===== src/hdl/http_chunked_body_decoder_macros.svh =====
// assertion macros for the chunked body decoder
`ifndef HTTP_CHUNKED_BODY_DECODER_MACROS_SVH
`define HTTP_CHUNKED_BODY_DECODER_MACROS_SVH

`ifndef SYNTHESIS
`define HCBD_ASSERT_IMP(label, clk, rst, ante, cons) \
   label: assert property (@(posedge clk) disable iff (rst) (ante) |-> (cons)) \
      else $error("hcbd assertion failed");
`define HCBD_ASSERT_NXT(label, clk, rst, ante, cons) \
   label: assert property (@(posedge clk) disable iff (rst) (ante) |=> (cons)) \
      else $error("hcbd assertion failed");
`else
`define HCBD_ASSERT_IMP(label, clk, rst, ante, cons)
`define HCBD_ASSERT_NXT(label, clk, rst, ante, cons)
`endif

`endif


===== src/hdl/hcbd_pkg.sv =====
package hcbd_pkg;

   typedef struct packed {
      logic [7:0] in_byte;
      logic       in_last;
   } req_payload_type;

   typedef struct packed {
      logic [7:0] out_byte;
      logic       byte_valid;
      logic       end_valid;
      logic [1:0] end_status;
   } rsp_payload_type;

   typedef struct packed {
      logic       ok;
      logic [3:0] value;
   } hex_type;

   localparam logic [2:0] PH_LEAD   = 3'd0;
   localparam logic [2:0] PH_SIGNED = 3'd1;
   localparam logic [2:0] PH_DIGITS = 3'd2;
   localparam logic [2:0] PH_XPREF  = 3'd3;
   localparam logic [2:0] PH_IGNORE = 3'd4;
   localparam logic [2:0] PH_DATA   = 3'd5;
   localparam logic [2:0] PH_TRAIL  = 3'd6;
   localparam logic [2:0] PH_DONE   = 3'd7;

   localparam logic [1:0] END_TERMINATOR = 2'd0;
   localparam logic [1:0] END_BOUNDARY   = 2'd1;
   localparam logic [1:0] END_TRUNCATED  = 2'd2;

   localparam logic [7:0] CHAR_CR    = 8'h0d;
   localparam logic [7:0] CHAR_LF    = 8'h0a;
   localparam logic [7:0] CHAR_TAB   = 8'h09;
   localparam logic [7:0] CHAR_VT    = 8'h0b;
   localparam logic [7:0] CHAR_FF    = 8'h0c;
   localparam logic [7:0] CHAR_SPACE = 8'h20;
   localparam logic [7:0] CHAR_PLUS  = 8'h2b;
   localparam logic [7:0] CHAR_MINUS = 8'h2d;
   localparam logic [7:0] CHAR_X_LO  = 8'h78;
   localparam logic [7:0] CHAR_X_UP  = 8'h58;

   function automatic hex_type hex_digit(input logic [7:0] b);
      hex_type h;
      h.ok    = 1'b1;
      h.value = 4'd0;
      if (b >= 8'h30 && b <= 8'h39) begin
         h.value = 4'(b - 8'h30);
      end else if (b >= 8'h61 && b <= 8'h66) begin
         h.value = 4'(b - 8'h57);
      end else if (b >= 8'h41 && b <= 8'h46) begin
         h.value = 4'(b - 8'h37);
      end else begin
         h.ok = 1'b0;
      end
      return h;
   endfunction

   function automatic logic is_space(input logic [7:0] b);
      return b == CHAR_SPACE || b == CHAR_TAB || b == CHAR_LF || b == CHAR_VT
         || b == CHAR_FF || b == CHAR_CR;
   endfunction

endpackage


===== src/hdl/hcbd_stream_if.sv =====
interface hcbd_stream_if #(
   parameter type payload_type = logic [7:0]
);
   logic        valid;
   logic        ready;
   payload_type payload;

   modport source (output valid, output payload, input ready);
   modport sink   (input valid, input payload, output ready);
endinterface


===== src/hdl/http_chunked_body_decoder.sv =====
// channel      direction  payload
// req_stream   in         in_byte[7:0], in_last
// rsp_stream   out        out_byte[7:0], byte_valid, end_valid, end_status[1:0]
//
// one byte accepted per cycle unless rsp_stream stalls; any result is registered
// the size-line parse and data count for a byte settle in the single cycle
// between the input register and the result register
// reset is synchronous and returns the parser to the start of a size line
// a stalled result holds the input register, also for a byte that has no result
`include "http_chunked_body_decoder_macros.svh"

module http_chunked_body_decoder #(
   parameter int CHUNK_SIZE_BITS = 32
) (
   input logic         clock,
   input logic         reset,
   hcbd_stream_if.sink   req_stream,
   hcbd_stream_if.source rsp_stream
);

   localparam int N = CHUNK_SIZE_BITS;

   logic       in_valid_ff, in_valid_in;
   logic [7:0] in_byte_ff;
   logic       in_last_ff;

   logic [2:0]   phase_ff, phase_in;
   logic [N-1:0] acc_ff, acc_in;
   logic         neg_ff, neg_in;
   logic         lz_ff, lz_in;
   logic         crp_ff, crp_in;
   logic [N-1:0] rem_ff, rem_in;

   logic                     out_valid_ff, out_valid_in;
   hcbd_pkg::rsp_payload_type out_ff, out_in;

   logic         process;
   logic         line_go;
   logic         line_done;
   logic         emit;
   hcbd_pkg::hex_type hx;
   logic [N-1:0] acc_digit;

   assign process          = in_valid_ff && (!out_valid_ff || rsp_stream.ready);
   assign req_stream.ready = !in_valid_ff || process;
   assign rsp_stream.valid = out_valid_ff;
   assign rsp_stream.payload = out_ff;

   assign hx        = hcbd_pkg::hex_digit(in_byte_ff);
   assign acc_digit = (acc_ff[N-1:N-4] != 4'd0) ? {N{1'b1}} : {acc_ff[N-5:0], hx.value};

   always_comb begin
      in_valid_in = in_valid_ff;
      if (req_stream.valid && req_stream.ready) begin
         in_valid_in = 1'b1;
      end else if (process) begin
         in_valid_in = 1'b0;
      end
   end

   always_comb begin
      phase_in  = phase_ff;
      acc_in    = acc_ff;
      neg_in    = neg_ff;
      lz_in     = lz_ff;
      crp_in    = crp_ff;
      rem_in    = rem_ff;
      line_go   = 1'b0;
      line_done = 1'b0;
      out_in.out_byte   = 8'd0;
      out_in.byte_valid = 1'b0;
      out_in.end_valid  = in_last_ff;
      out_in.end_status = hcbd_pkg::END_TERMINATOR;

      unique case (phase_ff)
         hcbd_pkg::PH_DATA: begin
            out_in.out_byte   = in_byte_ff;
            out_in.byte_valid = 1'b1;
            rem_in = rem_ff - {{(N-1){1'b0}}, 1'b1};
            if (rem_in == '0) begin
               phase_in = hcbd_pkg::PH_TRAIL;
            end
         end
         hcbd_pkg::PH_TRAIL: begin
            if (crp_ff) begin
               crp_in   = 1'b0;
               phase_in = hcbd_pkg::PH_LEAD;
               line_go  = (in_byte_ff != hcbd_pkg::CHAR_LF);
            end else if (in_byte_ff == hcbd_pkg::CHAR_CR) begin
               crp_in = 1'b1;
            end else begin
               phase_in = hcbd_pkg::PH_LEAD;
               line_go  = 1'b1;
            end
         end
         hcbd_pkg::PH_DONE: begin
         end
         default: begin
            line_go = 1'b1;
         end
      endcase

      if (line_go) begin
         // a held cr either closes the line or counts as line content
         if (crp_in) begin
            crp_in = 1'b0;
            if (in_byte_ff == hcbd_pkg::CHAR_LF) begin
               line_done = 1'b1;
               if (neg_ff || acc_ff == '0) begin
                  phase_in = hcbd_pkg::PH_DONE;
               end else begin
                  rem_in   = acc_ff;
                  phase_in = hcbd_pkg::PH_DATA;
               end
               acc_in = '0;
               neg_in = 1'b0;
               lz_in  = 1'b0;
            end else if (phase_in == hcbd_pkg::PH_SIGNED || phase_in == hcbd_pkg::PH_DIGITS
                         || phase_in == hcbd_pkg::PH_XPREF) begin
               phase_in = hcbd_pkg::PH_IGNORE;
            end
         end
         if (!line_done) begin
            if (in_byte_ff == hcbd_pkg::CHAR_CR) begin
               crp_in = 1'b1;
            end else begin
               priority if (phase_in == hcbd_pkg::PH_LEAD && hcbd_pkg::is_space(in_byte_ff)) begin
               end else if (phase_in == hcbd_pkg::PH_LEAD
                            && (in_byte_ff == hcbd_pkg::CHAR_PLUS
                                || in_byte_ff == hcbd_pkg::CHAR_MINUS)) begin
                  neg_in   = (in_byte_ff == hcbd_pkg::CHAR_MINUS);
                  phase_in = hcbd_pkg::PH_SIGNED;
               end else if (phase_in == hcbd_pkg::PH_LEAD
                            || phase_in == hcbd_pkg::PH_SIGNED) begin
                  if (hx.ok) begin
                     lz_in    = (hx.value == 4'd0);
                     acc_in   = acc_digit;
                     phase_in = hcbd_pkg::PH_DIGITS;
                  end else begin
                     phase_in = hcbd_pkg::PH_IGNORE;
                  end
               end else if (phase_in == hcbd_pkg::PH_DIGITS) begin
                  if (hx.ok) begin
                     lz_in  = 1'b0;
                     acc_in = acc_digit;
                  end else if (lz_ff && (in_byte_ff == hcbd_pkg::CHAR_X_LO
                                         || in_byte_ff == hcbd_pkg::CHAR_X_UP)) begin
                     lz_in    = 1'b0;
                     phase_in = hcbd_pkg::PH_XPREF;
                  end else begin
                     phase_in = hcbd_pkg::PH_IGNORE;
                  end
               end else if (phase_in == hcbd_pkg::PH_XPREF) begin
                  if (hx.ok) begin
                     acc_in   = acc_digit;
                     phase_in = hcbd_pkg::PH_DIGITS;
                  end else begin
                     phase_in = hcbd_pkg::PH_IGNORE;
                  end
               end else begin
               end
            end
         end
      end

      if (in_last_ff) begin
         priority if (phase_in == hcbd_pkg::PH_DONE) begin
            out_in.end_status = hcbd_pkg::END_TERMINATOR;
         end else if (phase_in == hcbd_pkg::PH_TRAIL) begin
            out_in.end_status = hcbd_pkg::END_BOUNDARY;
         end else if (phase_in == hcbd_pkg::PH_LEAD && !crp_in) begin
            out_in.end_status = hcbd_pkg::END_BOUNDARY;
         end else begin
            out_in.end_status = hcbd_pkg::END_TRUNCATED;
         end
         phase_in = hcbd_pkg::PH_LEAD;
         acc_in   = '0;
         neg_in   = 1'b0;
         lz_in    = 1'b0;
         crp_in   = 1'b0;
         rem_in   = '0;
      end

      emit = out_in.byte_valid || out_in.end_valid;
   end

   always_comb begin
      out_valid_in = out_valid_ff;
      if (process) begin
         out_valid_in = emit;
      end else if (rsp_stream.ready) begin
         out_valid_in = 1'b0;
      end
   end

   always_ff @(posedge clock) begin
      if (reset) begin
         in_valid_ff  <= 1'b0;
         out_valid_ff <= 1'b0;
         phase_ff     <= hcbd_pkg::PH_LEAD;
         acc_ff       <= '0;
         neg_ff       <= 1'b0;
         lz_ff        <= 1'b0;
         crp_ff       <= 1'b0;
         rem_ff       <= '0;
      end else begin
         in_valid_ff  <= in_valid_in;
         out_valid_ff <= out_valid_in;
         if (process) begin
            phase_ff <= phase_in;
            acc_ff   <= acc_in;
            neg_ff   <= neg_in;
            lz_ff    <= lz_in;
            crp_ff   <= crp_in;
            rem_ff   <= rem_in;
         end
      end
   end

   always_ff @(posedge clock) begin
      if (req_stream.valid && req_stream.ready) begin
         in_byte_ff <= req_stream.payload.in_byte;
         in_last_ff <= req_stream.payload.in_last;
      end
      if (process && emit) begin
         out_ff <= out_in;
      end
   end

   `HCBD_ASSERT_IMP(a_no_empty_rsp, clock, reset, out_valid_ff,
      out_ff.byte_valid || out_ff.end_valid)
   `HCBD_ASSERT_NXT(a_last_restarts, clock, reset, process && in_last_ff,
      phase_ff == hcbd_pkg::PH_LEAD && !crp_ff && acc_ff == '0)
   `HCBD_ASSERT_NXT(a_data_gives_byte, clock, reset, process && phase_ff == hcbd_pkg::PH_DATA,
      out_valid_ff && out_ff.byte_valid)
   `HCBD_ASSERT_IMP(a_data_count_live, clock, reset, phase_ff == hcbd_pkg::PH_DATA,
      rem_ff != '0)

endmodule


===== src/flat_wrapper.sv =====
// flat-port wrapper written by rule: the top's interface ports become plain ports
module http_chunked_body_decoder_flat 
#(
   parameter int CHUNK_SIZE_BITS = 32
)
  (clock, reset, req_stream_valid, req_stream_payload, req_stream_ready, rsp_stream_valid, rsp_stream_payload, rsp_stream_ready);
  hcbd_stream_if #(.payload_type(hcbd_pkg::req_payload_type)) req_stream_i ();
  hcbd_stream_if #(.payload_type(hcbd_pkg::rsp_payload_type)) rsp_stream_i ();
  input logic clock;
  input logic reset;
  input wire logic [$bits(req_stream_i.valid)-1:0] req_stream_valid;
  input wire logic [$bits(req_stream_i.payload)-1:0] req_stream_payload;
  output wire logic [$bits(req_stream_i.ready)-1:0] req_stream_ready;
  output wire logic [$bits(rsp_stream_i.valid)-1:0] rsp_stream_valid;
  output wire logic [$bits(rsp_stream_i.payload)-1:0] rsp_stream_payload;
  input wire logic [$bits(rsp_stream_i.ready)-1:0] rsp_stream_ready;
  assign req_stream_i.valid = req_stream_valid;
  assign req_stream_i.payload = req_stream_payload;
  assign req_stream_ready = req_stream_i.ready;
  assign rsp_stream_valid = rsp_stream_i.valid;
  assign rsp_stream_payload = rsp_stream_i.payload;
  assign rsp_stream_i.ready = rsp_stream_ready;
  http_chunked_body_decoder #(.CHUNK_SIZE_BITS(CHUNK_SIZE_BITS)) u_core (.clock(clock), .reset(reset), .req_stream(req_stream_i), .rsp_stream(rsp_stream_i));
endmodule

===== config.mk =====
export PLATFORM = sky130hd
export DESIGN_NAME = http_chunked_body_decoder_flat
export DESIGN_NICKNAME = d
export VERILOG_FILES = /design/src/hdl/hcbd_pkg.sv /design/src/hdl/hcbd_stream_if.sv /design/src/hdl/http_chunked_body_decoder.sv /design/src/flat_wrapper.sv
export VERILOG_INCLUDE_DIRS = /design/src /design/src/hdl
export SDC_FILE = /design/constraint.sdc
export NUM_CORES = 1
export LEC_CHECK = 0
export BUFFER_PORTS_ARGS = -buffer_cell sky130_fd_sc_hd__buf_2
export CORE_UTILIZATION = 25
export DETAILED_ROUTE_END_ITERATION = 8
export PLACE_DENSITY = 0.4
export SLEW_MARGIN = 40
export SYNTH_ARGS = -nofsm -noshare
export SYNTH_HDL_FRONTEND = slang
export SYNTH_SLANG_ARGS = --single-unit
export TNS_END_PERCENT = 20

===== constraint.sdc =====
create_clock -name clock -period 3.7 [get_ports clock]
set_clock_uncertainty 0.15 [all_clocks]
set_input_delay 0.74 -clock clock [delete_from_list [all_inputs] [get_ports clock]]
set_output_delay 0.74 -clock clock [all_outputs]
set_load 0.005 [all_outputs]

After elaboration in Yosys (flattened, before gate mapping)
Index checks and enable logic that the tools add are counted.

$add $sub $neg: 4. Order comparisons: 6. Equal/unequal tests: 22. Mux-type cells: 86. Bitwise gates (word level): 1. Reductions and logical operators: 40.

Operators by type and width (count): 32-bit two-way mux (19); 32-bit logical NOT (2); 3-bit two-way mux (19); 1-bit two-way mux (41); 8-bit by 4-bit == test with 1-bit output (second input constant) (5); 32-bit by 1-bit subtractor with 32-bit output (second input constant) (1); 8-bit by 6-bit == test with 1-bit output (second input constant) (3); 8-bit by 7-bit == test with 1-bit output (second input constant) (2); 8-bit by 7-bit >= comparator with 1-bit output (second input constant) (2); 8-bit by 7-bit <= comparator with 1-bit output (second input constant) (2); 3-bit == test (second input constant) (5); 1-bit logical OR (14); 3-bit by 2-bit == test with 1-bit output (second input constant) (4); 4-bit two-way mux (3); 1-bit logical AND (10); 8-bit by 6-bit >= comparator with 1-bit output (second input constant) (1); 8-bit by 6-bit <= comparator with 1-bit output (second input constant) (1); 8-bit by 4-bit inequality test with 1-bit output (second input constant) (1); 4-bit by 3-bit subtractor with 4-bit output (second input constant) (2); 3-bit by 1-bit == test with 1-bit output (second input constant) (2); 3-bit logical NOT (2); 3-bit case mux with 2 select lines (1); 2-bit nonzero test (3); 4-bit logical NOT (1); other kinds (9) (13).

Bits in registers: 93. Input bits: 13. Output and inout bits: 14.

Longest topological paths before layout
Word-level depth: 24. Mapped depth: 12.

Least setup slack after synthesis
OpenSTA, ideal clock, no wires.

Path kind: register -> register. From: reg u_core.rem_ff[1]. To: reg u_core.out_ff, in the netlist u_core.rsp_stream.payload[0], data pin. Data arrival time: 2.884 ns. Required time: 3.294 ns. Slack: 0.410 ns. Stages on the path, launching flop included: 13. Cells stage by stage: dfxtp_1 > inv_1 > ha_1 > clkbuf_1 > nor4b_1 > nand4_1 > xor2_1 > o211ai_1 > nor4_4 > a31oi_2 > or3_1 > a41o_1 > o211a_1.

Longest elaborated chain between the ends: 24. Elaborated cells between the ends (all ways): 36. Classes of those cells: 1 x add/sub; 8 x eq/ne; 17 x mux; 10 x reduce/logical.

Ends and longest elaborated chain: start, declared (line http_chunked_body_decoder.sv:32) `logic [N-1:0] rem_ff, rem_in;`; start signal, assigned (line http_chunked_body_decoder.sv:215) `rem_ff <= rem_in;`; 32-bit by 1-bit subtractor with 32-bit output * (line http_chunked_body_decoder.sv:79) `rem_in = rem_ff - {{(N-1){1'b0}}, 1'b1};`; 32-bit logical NOT * (line http_chunked_body_decoder.sv:80) `if (rem_in == '0) begin`; 3-bit two-way mux * (line http_chunked_body_decoder.sv:80); 3-bit case mux with 2 select lines * (line http_chunked_body_decoder.sv:75) `unique case (phase_ff)`; 3-bit by 1-bit == test with 1-bit output or 3-bit by 2-bit == test with 1-bit output (tied branches) (line http_chunked_body_decoder.sv:118) `end else if (phase_in == hcbd_pkg::PH_SIGNED || phase_in == hcbd_pkg::PH_DIGITS`; 1-bit logical OR (line http_chunked_body_decoder.sv:118); 1-bit logical OR (line http_chunked_body_decoder.sv:119) `|| phase_in == hcbd_pkg::PH_XPREF) begin`; 3-bit two-way mux (line http_chunked_body_decoder.sv:118); [... 8 more ...]; 3-bit two-way mux (line http_chunked_body_decoder.sv:127) `priority if (phase_in == hcbd_pkg::PH_LEAD && hcbd_pkg::is_space(in_byte_ff)) begin`; 3-bit two-way mux (line http_chunked_body_decoder.sv:124) `if (in_byte_ff == hcbd_pkg::CHAR_CR) begin`; 3-bit two-way mux (line http_chunked_body_decoder.sv:123) `if (!line_done) begin`; 3-bit two-way mux * (line http_chunked_body_decoder.sv:103) `if (line_go) begin`; 3-bit logical NOT (line http_chunked_body_decoder.sv:171) `end else if (phase_in == hcbd_pkg::PH_LEAD && !crp_in) begin`; 1-bit logical AND (line http_chunked_body_decoder.sv:171); 2-bit two-way mux (line http_chunked_body_decoder.sv:171); 1-bit two-way mux (line http_chunked_body_decoder.sv:169) `end else if (phase_in == hcbd_pkg::PH_TRAIL) begin`; end signal, assigned (line http_chunked_body_decoder.sv:226) `out_ff <= out_in;`; end, declared (line http_chunked_body_decoder.sv:35) `hcbd_pkg::rsp_payload_type out_ff, out_in;`.

Every way passes the cells marked *; elsewhere a longest branch is shown, timed or not. The select of a mux whose other input is x is not followed. A chain may end at the register's enable or synchronous reset.

Final worst setup path
From: reg u_core.rem_ff[8]. To: reg u_core.out_ff, in the netlist u_core.rsp_stream.payload[0], data pin.

The elaborated chain is that of the path after synthesis.

==> flow_summary.json <==
{
  "drt-met1-wl_um": 10300,
  "yosysTopAreaCell": "dfxtp_1",
  "yosysWarnings": 0,
  "fin_ws_ps": 165,
  "drt-pass1-iter-count": 6,
  "crit_family": "simple AND/OR/NAND/NOR gates",
  "nFillCells": 2468,
  "crit_buf_inv": 0,
  "cts_resized": 0,
  "postCtsSetupRepairBufs": 0,
  "dieArea_um2": 23900,
  "syn_area_um2": 5830,
  "portBuffers": 26,
  "stdcell_count": 1104,
  "cts_tree": "done",
  "final-hold-violation-count": 0,
  "drive_above_1_share_pct": 11.6,
  "status": "finished clean",
  "tightest_slew_ps": 780,
  "cts_max_path_buffers": 2,
  "drt_first_iter_violations": 426,
  "final_common_cell": "nand2_1",
  "clock_sinks": 93,
  "cp_max_fo": 9,
  "grt_overflow": 0,
  "ios": 27,
  "clock_latency_ps": 350,
  "netlist_instances": 780,
  "antenna_found_initial": 1,
  "ys.flop_type": "dfxtp_1",
  "routed.top_layer": "met5",
  "area_growth_pct": 15.1,
  "ant_nets": 0,
  "grt_max_degree": 74,
  "max-cap-violations": 0,
  "num_antenna_cells": 0,
  "synth_area_leaders": "dfxtp_1 (25%), edfxtp_1 (11%), nand2_1 (9.1%)",
  "grtUsageTotal_pct": 16.7,
  "dp.final_hpwl_um": 13700,
  "grt_pass1_wl_um": 31100,
  "num_rows": 55,
  "num_vias": 5768,
  "critPathSlowestCell": "nor3_1",
  "root_buffer": "clkbuf_16",
  "p_per_area_nw_per_um2": 339,
  "rsz0062_at_grt": "no",
  "first_global_vias": 5327,
  "preCtsSetupSlack_ps": 215,
  "start_util_pct": 25.6,
  "synth.ff_latch_count": 93,
  "synthDistinctLibCells": 72,
  "wirelength_um": 19700,
  "utilization_pct": 29.5,
  "cts_buffers": 9,
  "clk_pin_slew_ps": 70,
  "p_leak_nw": 2.50,
  "num-nets-final": 806,
  "synth_edf_count": 21,
  "viasPerCell": 5.22,
  "routed-wl-met3_um": 578,
  "ctsHtreeMaxLevel": 3,
  "globalplace.congestion": 0.912,
  "required_ps": 3660,
  "wl_met2_um": 8450,
  "startpoint_type": "register",
  "final.setup.tns_ps": 0,
  "cts_hold_buf": 0,
  "finalMaxSlewViolations": 0,
  "finalCriticalPeriod_ps": 3540,
  "dp_cells": 1088,
  "wl_per_cell_um": 17.8,
  "path_cells": "or3_4 -> nor3_1 -> and3_1 -> o211ai_1 -> nor4_4 -> a31oi_2 -> or3_1 -> a41o_1 -> o211a_1",
  "die_h_um": 155,
  "r2r_slack_ps": 160,
  "slew-limit-headroom_pct": 48.0,
  "layout_common_cells": "nand2_1 (141), a21oi_1 (77), nor2_1 (72), dfxtp_1 (72), o21ai_0 (31)",
  "critPathMaxStageDelay_ps": 480,
  "syn-num-nets": 800,
  "hold_class": "reg -> reg",
  "worstPathArrival_ps": 3490,
  "avgSynthCellArea_um2": 7.48,
  "async_flop_share_pct": 0,
  "die_w_um": 155,
  "drc": 0,
  "ys_seq_area_share_pct": 35.5,
  "criticalPathCategory": "reg -> reg",
  "fmax_mhz": 283,
  "hold_ws_ps": 349,
  "synth_top_area_share_pct": 24.7,
  "peakVddDrop_uv": 157,
  "cp-end-kind": "register",
  "setup-violations-final": 0,
  "fin_crit_sh_pct": 95.6,
  "core-area_um2": 22800
}
stage by stage:
| step | instance area [um2] | total power [mW] |
|---|---|---|
| after floorplan | 5830 | 1.19 |
| after global placement | 6380 | 1.26 |
| after detailed placement | 6390 | 1.26 |
| after CTS | 6720 | 2.31 |
| after global routing | 6720 | 2.37 |
| final | 6720 | 2.27 |
tightest hold or removal path: stages (launching register included):
cell	delay [ps]
dfxtp_1	320
o21ai_1	70
a21oi_1	60
power breakdown:
part	internal, mW	leakage (nW)	switching [mW]
clock network	0.628	0.163	0.415
logic	0.0523	1.54	0.112
registers	1.05	0.795	0.0183
total	1.73	2.50	0.545
per-layer routing:
metal  vias to the layer above  global-route usage, %
met4                         2                   5.61
li1                       2871                      -
met5                         -                      0
met2                        93                   24.6
met3                        24                   2.13
met1                      2778                   24.8
flip-flops by register name, indices dropped and copies added (netlist names):
| signal | cells |
|---|---|
| u_core.crp_ff | 1 |
| u_core.in_last_ff | 1 |
| u_core.neg_ff | 1 |
| u_core.in_byte_ff | 8 |
| u_core.acc_ff | 32 |
| u_core.phase_ff | 3 |
| u_core.in_valid_ff | 1 |
| u_core.lz_ff | 1 |
| u_core.rsp_stream.valid | 1 |
| u_core.rsp_stream.payload | 12 |
| u_core.rem_ff | 32 |
final cells by class:
class / instances / area (um2) / share of cell area (%)
clock buffers: 12 / 256 / 3.82
clock inverters: 4 / 70.1 / 1.04
inverters: 12 / 45.0 / 0.671
multi-input cells: 614 / 3500 / 52.1
flip-flops and latches: 93 / 2070 / 30.8
well taps: 313 / 392 / 5.83
repair buffers: 56 / 380 / 5.66
Yosys cell counts (5+ instances only):
cell type	number
o21ai_0	32
o311ai_0	22
nor3_1	28
xnor2_1	7
nand2b_1	8
a22oi_1	21
edfxtp_1	21
nor4_1	14
and3_1	5
and2_1	11
nand2_1	141
a31oi_1	9
dfxtp_1	72
o211ai_1	8
clkbuf_1	56
a21oi_1	77
ha_1	7
xor2_1	5
nor4b_1	5
nor2_1	74
nand4_1	7
inv_1	12
nor2b_1	9
nand3_1	14
o21ai_1	29
final timing paths:
check                          from                           end  cells after the start
setup / recovery   u_core.rem_ff[8]  u_core.rsp_stream.payload[0]                      9
setup reg to reg   u_core.rem_ff[8]  u_core.rsp_stream.payload[0]                      9
hold / removal    u_core.rem_ff[30]             u_core.rem_ff[30]                      2
hold reg to reg   u_core.rem_ff[30]             u_core.rem_ff[30]                      2
kinds of logic (layout without fill, tap and decap cells):
logic type	Yosys count	in the layout	share of synthesized area, %
DFF	93	93	35.5
muxes	2	2	0.365
xor gates and xnor gates	12	12	1.80
AOI/OAI and AO/OA	241	241	26.1
and+or+nand+nor	352	352	29.8
adders and majority gates	7	7	1.50
buffers and inverters	73	84	4.91
(Power assumes the default switching activity.)
